### src/rtl/assert_macros.svh
// ----------------------------------------------------------------------------
// Assertion macros
// Shared helpers for the concurrent checks in the RTL.
// ----------------------------------------------------------------------------
`ifndef ASSERT_MACROS_SVH
`define ASSERT_MACROS_SVH

// same-cycle implication, sampled on clk, off during reset
`define ASSERT_IMP(lbl, ant, cons) \
	lbl: assert property (@(posedge clk) disable iff (!arst_n) (ant) |-> (cons)) \
		else $error("assertion failed: same-cycle check");

// next-cycle implication, sampled on clk, off during reset
`define ASSERT_NXT(lbl, ant, cons) \
	lbl: assert property (@(posedge clk) disable iff (!arst_n) (ant) |=> (cons)) \
		else $error("assertion failed: next-cycle check");

`endif

### src/rtl/prim_pkg.sv
// ----------------------------------------------------------------------------
// prim_pkg
// Constants, tables and shared types of the 32-bit primality tester.
// ----------------------------------------------------------------------------
`timescale 1ns / 1ps

package prim_pkg;

	localparam int unsigned W         = 32;
	localparam int unsigned CNT_W     = 5;
	localparam int unsigned NUM_SMALL = 10;
	localparam int unsigned SP_W      = 5;
	localparam int unsigned NUM_BASES = 3;
	localparam int unsigned BI_W      = 2;
	localparam int unsigned BASE_W    = 6;

	// candidate bits folded into each trial remainder per cycle
	localparam int unsigned        TRIAL_W    = 8;
	localparam logic [CNT_W-1:0]   TRIAL_LAST = CNT_W'(W / TRIAL_W - 1);

	// status of the modular multiplier
	typedef struct packed {
		logic busy;
		logic done;
	} mm_stat_t;

	function automatic logic [SP_W-1:0] small_prime(input logic [3:0] i);
		logic [SP_W-1:0] p;
		case (i)
			4'd0:    p = 5'd2;
			4'd1:    p = 5'd3;
			4'd2:    p = 5'd5;
			4'd3:    p = 5'd7;
			4'd4:    p = 5'd11;
			4'd5:    p = 5'd13;
			4'd6:    p = 5'd17;
			4'd7:    p = 5'd19;
			4'd8:    p = 5'd23;
			4'd9:    p = 5'd29;
			default: p = 5'd2;
		endcase
		return p;
	endfunction

	function automatic logic [BASE_W-1:0] mr_base(input logic [BI_W-1:0] i);
		logic [BASE_W-1:0] b;
		case (i)
			2'd0:    b = 6'd2;
			2'd1:    b = 6'd7;
			2'd2:    b = 6'd61;
			default: b = 6'd2;
		endcase
		return b;
	endfunction

	// base mod n; n >= 31 here so one subtract is enough
	function automatic logic [W-1:0] base_mod(input logic [BI_W-1:0] i,
			input logic [W-1:0] n);
		logic [W-1:0] b;
		b = {{(W-BASE_W){1'b0}}, mr_base(i)};
		return (b >= n) ? (b - n) : b;
	endfunction

endpackage

### src/rtl/prim_mulmod.sv
// ----------------------------------------------------------------------------
// prim_mulmod
// Bit-serial modular multiplier: a*b mod m, one bit of b per cycle.
// ----------------------------------------------------------------------------
`timescale 1ns / 1ps

module prim_mulmod (
	input  logic                    clk,
	input  logic                    arst_n,
	input  logic                    start,
	input  logic [prim_pkg::W-1:0]  a,
	input  logic [prim_pkg::W-1:0]  b,
	input  logic [prim_pkg::W-1:0]  m,
	output logic [prim_pkg::W-1:0]  result,
	output prim_pkg::mm_stat_t      stat
);

	logic [prim_pkg::W-1:0]     a_q, b_q, m_q, acc_q;
	logic [prim_pkg::CNT_W-1:0] cnt_q;
	logic                       busy_q, done_q;
	logic [prim_pkg::W:0]       t, t2, u, u2, mx;

	// acc < m: 2*acc < 2m, then + a < 2m again
	always_comb begin
		mx = {1'b0, m_q};
		t  = {acc_q, 1'b0};
		t2 = (t >= mx) ? (t - mx) : t;
		u  = t2 + (b_q[prim_pkg::W-1] ? {1'b0, a_q} : '0);
		u2 = (u >= mx) ? (u - mx) : u;
	end

	always_ff @(posedge clk or negedge arst_n) begin
		if (!arst_n) begin
			busy_q <= 1'b0;
			done_q <= 1'b0;
			cnt_q  <= '0;
		end else if (start) begin
			busy_q <= 1'b1;
			done_q <= 1'b0;
			cnt_q  <= '0;
		end else if (busy_q) begin
			cnt_q <= cnt_q + 1'b1;
			if (cnt_q == {prim_pkg::CNT_W{1'b1}}) begin
				busy_q <= 1'b0;
				done_q <= 1'b1;
			end
		end else begin
			done_q <= 1'b0;
		end
	end

	always_ff @(posedge clk) begin
		if (start) begin
			a_q   <= a;
			b_q   <= b;
			m_q   <= m;
			acc_q <= '0;
		end else if (busy_q) begin
			acc_q <= u2[prim_pkg::W-1:0];
			b_q   <= {b_q[prim_pkg::W-2:0], 1'b0};
		end
	end

	assign result    = acc_q;
	assign stat.busy = busy_q;
	assign stat.done = done_q;

endmodule

### src/rtl/primality_test_32bit.sv
// ----------------------------------------------------------------------------
// primality_test_32bit
// Deterministic Miller-Rabin test (bases 2, 7, 61) for 32-bit numbers.
// ----------------------------------------------------------------------------
// Usage:
//   Request channel: candidate with req_valid / req_stall. The block takes one
//   request, then holds req_stall high until the answer sits in the output
//   register. Response channel: is_prime with rsp_valid / rsp_stall.
//   Flow: trial division against the primes 2..29 (ten remainder lanes,
//   eight candidate bits per cycle), a decide step, then the load of the
//   output register that raises rsp_valid; inputs settled by the trial
//   division (n < 2 or a small prime factor) end there. Candidates that get
//   past that first split n-1 into d*2^r, then run up to about 61 modular
//   products per base in the shared bit-serial multiplier (start, one step
//   per multiplier bit, done), plus the POW, CHECK and SQR control states.
//   The multiplier is the rate-setting unit.
//   Reset clears the sequencer and the response register; no request is lost
//   or invented. A stalled response holds; a finished answer waits in the
//   sequencer until the output register is free, and a new request is taken
//   the cycle after the previous answer has moved into that register.
// ----------------------------------------------------------------------------
`timescale 1ns / 1ps
`include "assert_macros.svh"

module primality_test_32bit (
	input  logic                   clk,
	input  logic                   arst_n,
	input  logic                   req_valid,
	output logic                   req_stall,
	input  logic [prim_pkg::W-1:0] candidate,
	output logic                   rsp_valid,
	input  logic                   rsp_stall,
	output logic                   is_prime
);

	typedef enum logic [9:0] {
		ST_IDLE   = 10'b0000000001,
		ST_TRIAL  = 10'b0000000010,
		ST_SMALL  = 10'b0000000100,
		ST_SHIFT  = 10'b0000001000,
		ST_POW    = 10'b0000010000,
		ST_WAIT_M = 10'b0000100000,
		ST_WAIT_S = 10'b0001000000,
		ST_CHECK  = 10'b0010000000,
		ST_SQR    = 10'b0100000000,
		ST_WAIT_Q = 10'b1000000000
	} state_t;

	// finish state reuses IDLE-adjacent handling via fin_q flag
	state_t                       state_q;
	logic                         fin_q, res_q;
	logic [prim_pkg::W-1:0]       n_q, d_q, e_q, acc_q, pb_q;
	logic [prim_pkg::CNT_W-1:0]   r_q, k_q, cnt_q;
	logic [prim_pkg::BI_W-1:0]    bi_q;
	logic [prim_pkg::SP_W-1:0]    rem_q [prim_pkg::NUM_SMALL];
	logic [prim_pkg::SP_W-1:0]    rem_nx [prim_pkg::NUM_SMALL];
	logic [prim_pkg::SP_W:0]      rem_w;
	logic                         rsp_valid_q, is_prime_q;

	logic [prim_pkg::W-1:0]       nm1, mm_a, mm_b, mm_res;
	logic                         mm_start, load, small_hit, small_eq, sqr_go;
	logic [prim_pkg::BI_W-1:0]    bi_nx;
	prim_pkg::mm_stat_t           mm_stat;

	assign nm1   = n_q - 32'd1;
	assign bi_nx = bi_q + 2'd1;
	assign load  = fin_q && (!rsp_valid_q || !rsp_stall);

	assign req_stall = !(state_q == ST_IDLE) || fin_q;

	// squaring loop of the strong test: k+1 < r and x != n-1
	assign sqr_go = (({1'b0, k_q} + 6'd1) < {1'b0, r_q}) && (acc_q != nm1);

	// trial remainders: fold the top TRIAL_W bits of n, MSB first,
	// one compare-and-subtract per bit
	always_comb begin
		rem_w = '0;
		for (int i = 0; i < prim_pkg::NUM_SMALL; i++) begin
			rem_nx[i] = rem_q[i];
			for (int j = 0; j < prim_pkg::TRIAL_W; j++) begin
				rem_w = {rem_nx[i], n_q[prim_pkg::W-1-j]};
				if (rem_w >= {1'b0, prim_pkg::small_prime(4'(i))})
					rem_nx[i] = 5'(rem_w - {1'b0, prim_pkg::small_prime(4'(i))});
				else
					rem_nx[i] = rem_w[prim_pkg::SP_W-1:0];
			end
		end
	end

	// first small prime that divides n decides
	always_comb begin
		small_hit = 1'b0;
		small_eq  = 1'b0;
		for (int i = prim_pkg::NUM_SMALL - 1; i >= 0; i--) begin
			if (rem_q[i] == '0) begin
				small_hit = 1'b1;
				small_eq  = (n_q == {{(prim_pkg::W-prim_pkg::SP_W){1'b0}},
					prim_pkg::small_prime(4'(i))});
			end
		end
	end

	always_comb begin
		mm_start = 1'b0;
		mm_a     = pb_q;
		mm_b     = pb_q;
		case (state_q)
			ST_POW: begin
				mm_start = !fin_q && (e_q != '0);
				mm_a     = e_q[0] ? acc_q : pb_q;
			end
			ST_SQR: begin
				mm_start = !fin_q && sqr_go;
				mm_a     = acc_q;
				mm_b     = acc_q;
			end
			default: begin
				mm_start = 1'b0;
			end
		endcase
	end

	prim_mulmod u_mulmod (
		.clk    (clk),
		.arst_n (arst_n),
		.start  (mm_start),
		.a      (mm_a),
		.b      (mm_b),
		.m      (n_q),
		.result (mm_res),
		.stat   (mm_stat)
	);

	// sequencer
	always_ff @(posedge clk or negedge arst_n) begin
		if (!arst_n) begin
			state_q <= ST_IDLE;
			fin_q   <= 1'b0;
		end else if (fin_q) begin
			if (load) begin
				fin_q   <= 1'b0;
				state_q <= ST_IDLE;
			end
		end else begin
			case (state_q)
				ST_IDLE: begin
					if (req_valid) state_q <= ST_TRIAL;
				end
				ST_TRIAL: begin
					if (cnt_q == prim_pkg::TRIAL_LAST) state_q <= ST_SMALL;
				end
				ST_SMALL: begin
					if (n_q < 32'd2 || small_hit) fin_q <= 1'b1;
					else state_q <= ST_SHIFT;
				end
				ST_SHIFT: begin
					if (d_q[0]) state_q <= ST_POW;
				end
				ST_POW: begin
					if (e_q == '0) state_q <= ST_CHECK;
					else if (e_q[0]) state_q <= ST_WAIT_M;
					else state_q <= ST_WAIT_S;
				end
				ST_WAIT_M: begin
					if (mm_stat.done) state_q <= ST_POW;
				end
				ST_WAIT_S: begin
					if (mm_stat.done) state_q <= ST_POW;
				end
				ST_CHECK: begin
					if (acc_q <= 32'd1 || acc_q == nm1) begin
						if (bi_q == 2'd2) fin_q <= 1'b1;
						else state_q <= ST_POW;
					end else begin
						state_q <= ST_SQR;
					end
				end
				ST_SQR: begin
					if (sqr_go) state_q <= ST_WAIT_Q;
					else if (acc_q != nm1 || bi_q == 2'd2) fin_q <= 1'b1;
					else state_q <= ST_POW;
				end
				ST_WAIT_Q: begin
					if (mm_stat.done) state_q <= ST_SQR;
				end
				default: state_q <= ST_IDLE;
			endcase
		end
	end

	// datapath
	always_ff @(posedge clk) begin
		if (!fin_q) begin
			case (state_q)
				ST_IDLE: begin
					n_q   <= candidate;
					cnt_q <= '0;
					for (int i = 0; i < prim_pkg::NUM_SMALL; i++) rem_q[i] <= '0;
				end
				ST_TRIAL: begin
					cnt_q <= cnt_q + 1'b1;
					// rotate so n is whole again after the last step
					n_q   <= {n_q[prim_pkg::W-prim_pkg::TRIAL_W-1:0],
						n_q[prim_pkg::W-1 -: prim_pkg::TRIAL_W]};
					for (int i = 0; i < prim_pkg::NUM_SMALL; i++) rem_q[i] <= rem_nx[i];
				end
				ST_SMALL: begin
					res_q <= (n_q >= 32'd2) && small_eq;
					d_q   <= nm1;
					r_q   <= '0;
				end
				ST_SHIFT: begin
					if (!d_q[0]) begin
						d_q <= {1'b0, d_q[prim_pkg::W-1:1]};
						r_q <= r_q + 1'b1;
					end else begin
						bi_q  <= '0;
						e_q   <= d_q;
						acc_q <= 32'd1;
						pb_q  <= prim_pkg::base_mod(2'd0, n_q);
					end
				end
				ST_POW: begin
					k_q <= '0;
				end
				ST_WAIT_M: begin
					if (mm_stat.done) begin
						acc_q  <= mm_res;
						e_q[0] <= 1'b0;
					end
				end
				ST_WAIT_S: begin
					if (mm_stat.done) begin
						pb_q <= mm_res;
						e_q  <= {1'b0, e_q[prim_pkg::W-1:1]};
					end
				end
				ST_CHECK: begin
					if (acc_q <= 32'd1 || acc_q == nm1) begin
						res_q <= 1'b1;
						bi_q  <= bi_nx;
						e_q   <= d_q;
						acc_q <= 32'd1;
						pb_q  <= prim_pkg::base_mod(bi_nx, n_q);
					end
				end
				ST_SQR: begin
					if (!sqr_go) begin
						res_q <= (acc_q == nm1);
						bi_q  <= bi_nx;
						e_q   <= d_q;
						acc_q <= 32'd1;
						pb_q  <= prim_pkg::base_mod(bi_nx, n_q);
					end
				end
				ST_WAIT_Q: begin
					if (mm_stat.done) begin
						acc_q <= mm_res;
						k_q   <= k_q + 1'b1;
					end
				end
				default: begin
					cnt_q <= cnt_q;
				end
			endcase
		end
	end

	// response register
	always_ff @(posedge clk or negedge arst_n) begin
		if (!arst_n) begin
			rsp_valid_q <= 1'b0;
		end else if (load) begin
			rsp_valid_q <= 1'b1;
		end else if (!rsp_stall) begin
			rsp_valid_q <= 1'b0;
		end
	end

	always_ff @(posedge clk) begin
		if (load) is_prime_q <= res_q;
	end

	assign rsp_valid = rsp_valid_q;
	assign is_prime  = is_prime_q;

	// checks
	`ASSERT_IMP(a_mm_start_idle, mm_start, !mm_stat.busy)
	`ASSERT_IMP(a_mm_done_waiting, mm_stat.done && !fin_q,
		state_q == ST_WAIT_M || state_q == ST_WAIT_S || state_q == ST_WAIT_Q)
	`ASSERT_NXT(a_even_not_prime, load && !n_q[0] && n_q != 32'd2 && state_q == ST_SMALL,
		!is_prime)

endmodule
### config.mk
export PLATFORM = sky130hd
export DESIGN_NAME = primality_test_32bit
export DESIGN_NICKNAME = d
export VERILOG_FILES = /design/src/rtl/prim_pkg.sv /design/src/rtl/prim_mulmod.sv /design/src/rtl/primality_test_32bit.sv
export VERILOG_INCLUDE_DIRS = /design/src /design/src/rtl
export SDC_FILE = /design/constraint.sdc
export NUM_CORES = 1
export LEC_CHECK = 0
export BUFFER_PORTS_ARGS = -buffer_cell sky130_fd_sc_hd__buf_2
export CORE_UTILIZATION = 35
export CTS_CLUSTER_SIZE = 30
export DETAILED_ROUTE_END_ITERATION = 10
export PLACE_DENSITY = 0.54
export SLEW_MARGIN = 30
export SYNTH_ARGS = -nofsm -noshare
export SYNTH_HDL_FRONTEND = slang
export SYNTH_SLANG_ARGS = --single-unit
### constraint.sdc
create_clock -name clk -period 20.3 [get_ports clk]
set_input_delay 4.06 -clock clk [delete_from_list [all_inputs] [get_ports clk]]
set_output_delay 4.06 -clock clk [all_outputs]
set_load 0.01 [all_outputs]
==> results.md <==
* Final setup fails at 0
* H-tree depth at 2
* Remaining antenna violation count after routing at 0
* Hold-fix buffers, CTS at 0
* Cell area after layout at 0.0386 mm^2
* Synthesis-to-layout area growth at 9.14%
* Antenna violations before repair at 2
* Routed via count divided by cell count at 5.78
* Via count of the first global-routing pass at 29.0k
* Crit path largest cell delay at 0.53 ns
* Pin count of the biggest net entering global routing at 76
* Top fanout value on the critical path at 59
* Count of final hold-check violations at 0
* CP startpoint kind: flop
* Layout Skew at 0.0337 ns
* Post-Synthesis Mean Instance Area at 8.62 um^2
* Clock slew at the register clock pins of the worst setup and hold paths at 0.06 ns
* Chip Height at 320 um
* Clock buffers created by TritonCTS at 46
* Starting DRT DRC Count at 2,466
* Total track usage at 20.7%
* Max-slew headroom at the worst pin at 33.0%
* Fraction of layout instances using a drive strength above 1 at 10.7%
* Cell occurring most often along the worst timing path: sky130_fd_sc_hd__ha_1
* Worst hold-check path type: reg -> reg
* Final critical-path required period at 13.03 ns
* Number of rows in the core area at 116
* Reg2Reg Setup Slack at 7.27 ns
* Starting density of the core at 35.3%
* Buf/Inv on CP at 8
* Global-route wire length before repair at 169,000 um
* Standard cell area after detailed placement at 0.0371 mm^2
* Maximum number of buffers from clock root to sink at 3
* Pin slew with the least headroom to its limit at 1.00 ns
* Gp weighted congestion at 0.890
* Portion of the post-synthesis area used by sequential elements at 30.7%
* Half-perimeter wire length after detailed placement at 78,800 um
* Yosys warning total at 0
* Portion of the clock cycle consumed by the worst path in the final layout at 64.2%
* Critical-path top delay cell: sky130_fd_sc_hd__or4b_4
* Top cells by area, synth: sky130_fd_sc_hd__edfxtp_1 (28%), sky130_fd_sc_hd__ha_1 (7.5%), sky130_fd_sc_hd__xnor2_1 (4.9%), sky130_fd_sc_hd__mux2_2 (4.5%), sky130_fd_sc_hd__a21oi_1 (4.4%)
* Setup bufs post-CTS at 0
* Synthesized netlist net count at 4,356
* DRC Markers at 0
* Data required, critical path at 20.74 ns
* Detailed-route wire length at 109,000 um
* Highest clock rate at 76.8 MHz
* Outcome: finished, final reports clean
* Die width at 320 um
* Crit Path Class: reg -> reg
* Portion of synthesized cell area occupied by the leading cell type at 27.6%
* Top cell type by total area after synthesis: sky130_fd_sc_hd__edfxtp_1
* Routed vias at 31.3k
* Critical path arrival at 13.47 ns
* Net total in the final layout at 4,334
* Summed instance area of the synthesized netlist at 0.0354 mm^2
* Diode count at 0
* PortBufs at 38
* Clock tree from TritonCTS: yes
* Cell family contributing the most delay on the critical path: simple AND/OR/NAND/NOR gates
* Die footprint at 0.102 mm^2
* Share of async-settable or async-resettable flops after synthesis at 5.05%
* Root buffer cell: sky130_fd_sc_hd__clkbuf_16
* Count of unique library cells instantiated by Yosys at 120
* Final Max Tran Viols at 0
* Gate count after technology mapping at 4,104
* Avg WL per Cell at 20.1 um
* Setup total negative slack at 0 ns
* Sink count of the clock tree at 376
* Detailed-routing iteration count for the pre-antenna-repair pass at 5
* Top-level I/O count at 39
* Area inside the core boundary at 0.100 mm^2
* Number of gates resized after CTS at 0
* Clock insertion delay at the later pin of the skew report at 0.61 ns
* RSZ-0062 raised after global routing: false
* Synth Flop Type: sky130_fd_sc_hd__edfxtp_1
* Setup crit end kind: flop
* Post-synthesis register bit count at 376
* Number of synthesized flops with an enable pin at 325
* Max-cap violation count at 0
* Residual overflow from global routing at 0
[final timing paths]
| check | endpoint | startpoint | cells after the start |
|---|---|---|---|
| setup / recovery | rem_q[0][33] | n_q[31] | 53 |
| hold / removal | is_prime | res_q | 0 |
| setup reg to reg | rem_q[0][33] | n_q[31] | 53 |
| hold reg to reg | is_prime | res_q | 0 |
| max in group asynchronous | state_q[0] | arst_n | 1 |
| min in group asynchronous | u_mulmod.cnt_q[0] | arst_n | 1 |
[sequential cells by signal, indices dropped and copies added, names as in the netlist, 2 cells and up]
name,count
n_q,32
u_mulmod.m_q,32
e_q,32
u_mulmod.cnt_q,5
d_q,32
rem_q,50
u_mulmod.a_q,32
cnt_q,5
bi_q,2
pb_q,32
r_q,5
acc_q,32
k_q,5
state_q,10
u_mulmod.b_q,32
u_mulmod.result,32
[cell usage after synthesis (15+ instances only)]
cell type and instances:
sky130_fd_sc_hd__o31ai_1 28, sky130_fd_sc_hd__nor3b_1 24, sky130_fd_sc_hd__ha_1 212, sky130_fd_sc_hd__o21ai_0 199, sky130_fd_sc_hd__or2_2 32, sky130_fd_sc_hd__xor2_1 74, sky130_fd_sc_hd__dfxtp_1 32, sky130_fd_sc_hd__a311oi_1 16
sky130_fd_sc_hd__and3_1 40, sky130_fd_sc_hd__mux2_2 142, sky130_fd_sc_hd__a21boi_0 24, sky130_fd_sc_hd__a21oi_1 310, sky130_fd_sc_hd__nand4_1 46, sky130_fd_sc_hd__nand2_1 343, sky130_fd_sc_hd__a21o_1 109, sky130_fd_sc_hd__nand2b_1 55
sky130_fd_sc_hd__dfrtp_1 18, sky130_fd_sc_hd__inv_1 167, sky130_fd_sc_hd__o211ai_1 41, sky130_fd_sc_hd__and2_1 99, sky130_fd_sc_hd__o21a_1 35, sky130_fd_sc_hd__edfxtp_1 325, sky130_fd_sc_hd__buf_1 16, sky130_fd_sc_hd__mux2i_1 84
sky130_fd_sc_hd__nor3_1 109, sky130_fd_sc_hd__nor4_1 58, sky130_fd_sc_hd__o31a_1 19, sky130_fd_sc_hd__or4_1 15, sky130_fd_sc_hd__nor2b_1 63, sky130_fd_sc_hd__a211oi_1 72, sky130_fd_sc_hd__o22ai_1 15, sky130_fd_sc_hd__or3_1 38
sky130_fd_sc_hd__nand3b_1 16, sky130_fd_sc_hd__nor2_1 370, sky130_fd_sc_hd__nand3_1 109, sky130_fd_sc_hd__o21bai_1 21, sky130_fd_sc_hd__a31oi_1 69, sky130_fd_sc_hd__xnor2_1 197, sky130_fd_sc_hd__clkbuf_1 133
[cells in the final DEF, fill, tap and decap left out, types with 38 or more instances in the layout]
cell,n
sky130_fd_sc_hd__and3_1,40
sky130_fd_sc_hd__buf_4,53
sky130_fd_sc_hd__clkbuf_16,49
sky130_fd_sc_hd__a31oi_1,69
sky130_fd_sc_hd__nor2b_1,63
sky130_fd_sc_hd__nand2b_1,54
sky130_fd_sc_hd__o21ai_0,198
sky130_fd_sc_hd__o211ai_1,41
sky130_fd_sc_hd__buf_2,38
sky130_fd_sc_hd__or3_1,38
sky130_fd_sc_hd__xor2_1,74
sky130_fd_sc_hd__nand3_1,108
sky130_fd_sc_hd__and2_1,99
sky130_fd_sc_hd__nor3_1,109
sky130_fd_sc_hd__nand2_1,341
sky130_fd_sc_hd__mux2i_1,84
sky130_fd_sc_hd__a21oi_1,306
sky130_fd_sc_hd__nor2_1,370
sky130_fd_sc_hd__mux2_2,142
sky130_fd_sc_hd__inv_1,166
sky130_fd_sc_hd__a21o_1,109
sky130_fd_sc_hd__ha_1,212
sky130_fd_sc_hd__nor4_1,57
sky130_fd_sc_hd__nand4_1,46
sky130_fd_sc_hd__xnor2_1,197
sky130_fd_sc_hd__edfxtp_1,325
sky130_fd_sc_hd__a211oi_1,72
[worst register-to-register path: cells and delay by family (launching register included)]
| family | cells | cell delay, ns |
|---|---|---|
| AOI/OAI and AO/OA | 13 | 2.86 |
| DFF | 1 | 0.35 |
| and+or+nand+nor | 20 | 4.96 |
| xor gates and xnor gates | 4 | 0.86 |
| adders and majority gates | 8 | 2.39 |
| buffers and inverters | 8 | 1.44 |
[final cells by class]
type                       count  area (um^2)
fill                       10200        61500
multi-input combinational   3392        23300
sequential                   376        10900
tap                         1298         1620
clock buffer                  57         1280
inverter                     172          646
timing repair buffer          94          631
clock inverter                27          268
[cells by family (layout without fill, tap and decap cells)]
logic type,after synthesis,in the layout,synth area share [%]
xor+xnor,272,272,6.75
flops,376,376,30.7
compound gates,1181,1181,22.6
fa+ha+maj,217,217,7.75
simple gates,1488,1488,21.3
mux,234,234,7.25
buf+inv,336,350,3.69
[layer usage]
layer  track usage (%)  share of wire (%)  vias to the layer above
met5                 0                  0                        -
met4              5.08                2.3                        0
met3              1.91                5.2                      125
met2              33.1                 45                      803
met1              29.8                 48                    15100
li1                  -                  -                    15300
[per-stage QoR]
step / hold WS [ns] / util [%] / worst slack (ns) / std cells
6_report: 0.436 / 38.6 / 7.27 / 5416
5_1_grt: 0.465 / 38.6 / 6.25 / 5416
2_1_floorplan: 0.400 / - / 8.57 / 4104
3_3_place_gp: 0.426 / 37.0 / 7.56 / 5332
4_1_cts: 0.443 / 38.5 / 7.33 / 5416
3_5_place_dp: 0.429 / 37.0 / 7.40 / 5332
Power is not shown: default switching activity piles up to over one toggle a cycle in this logic, so the estimate is an artifact.
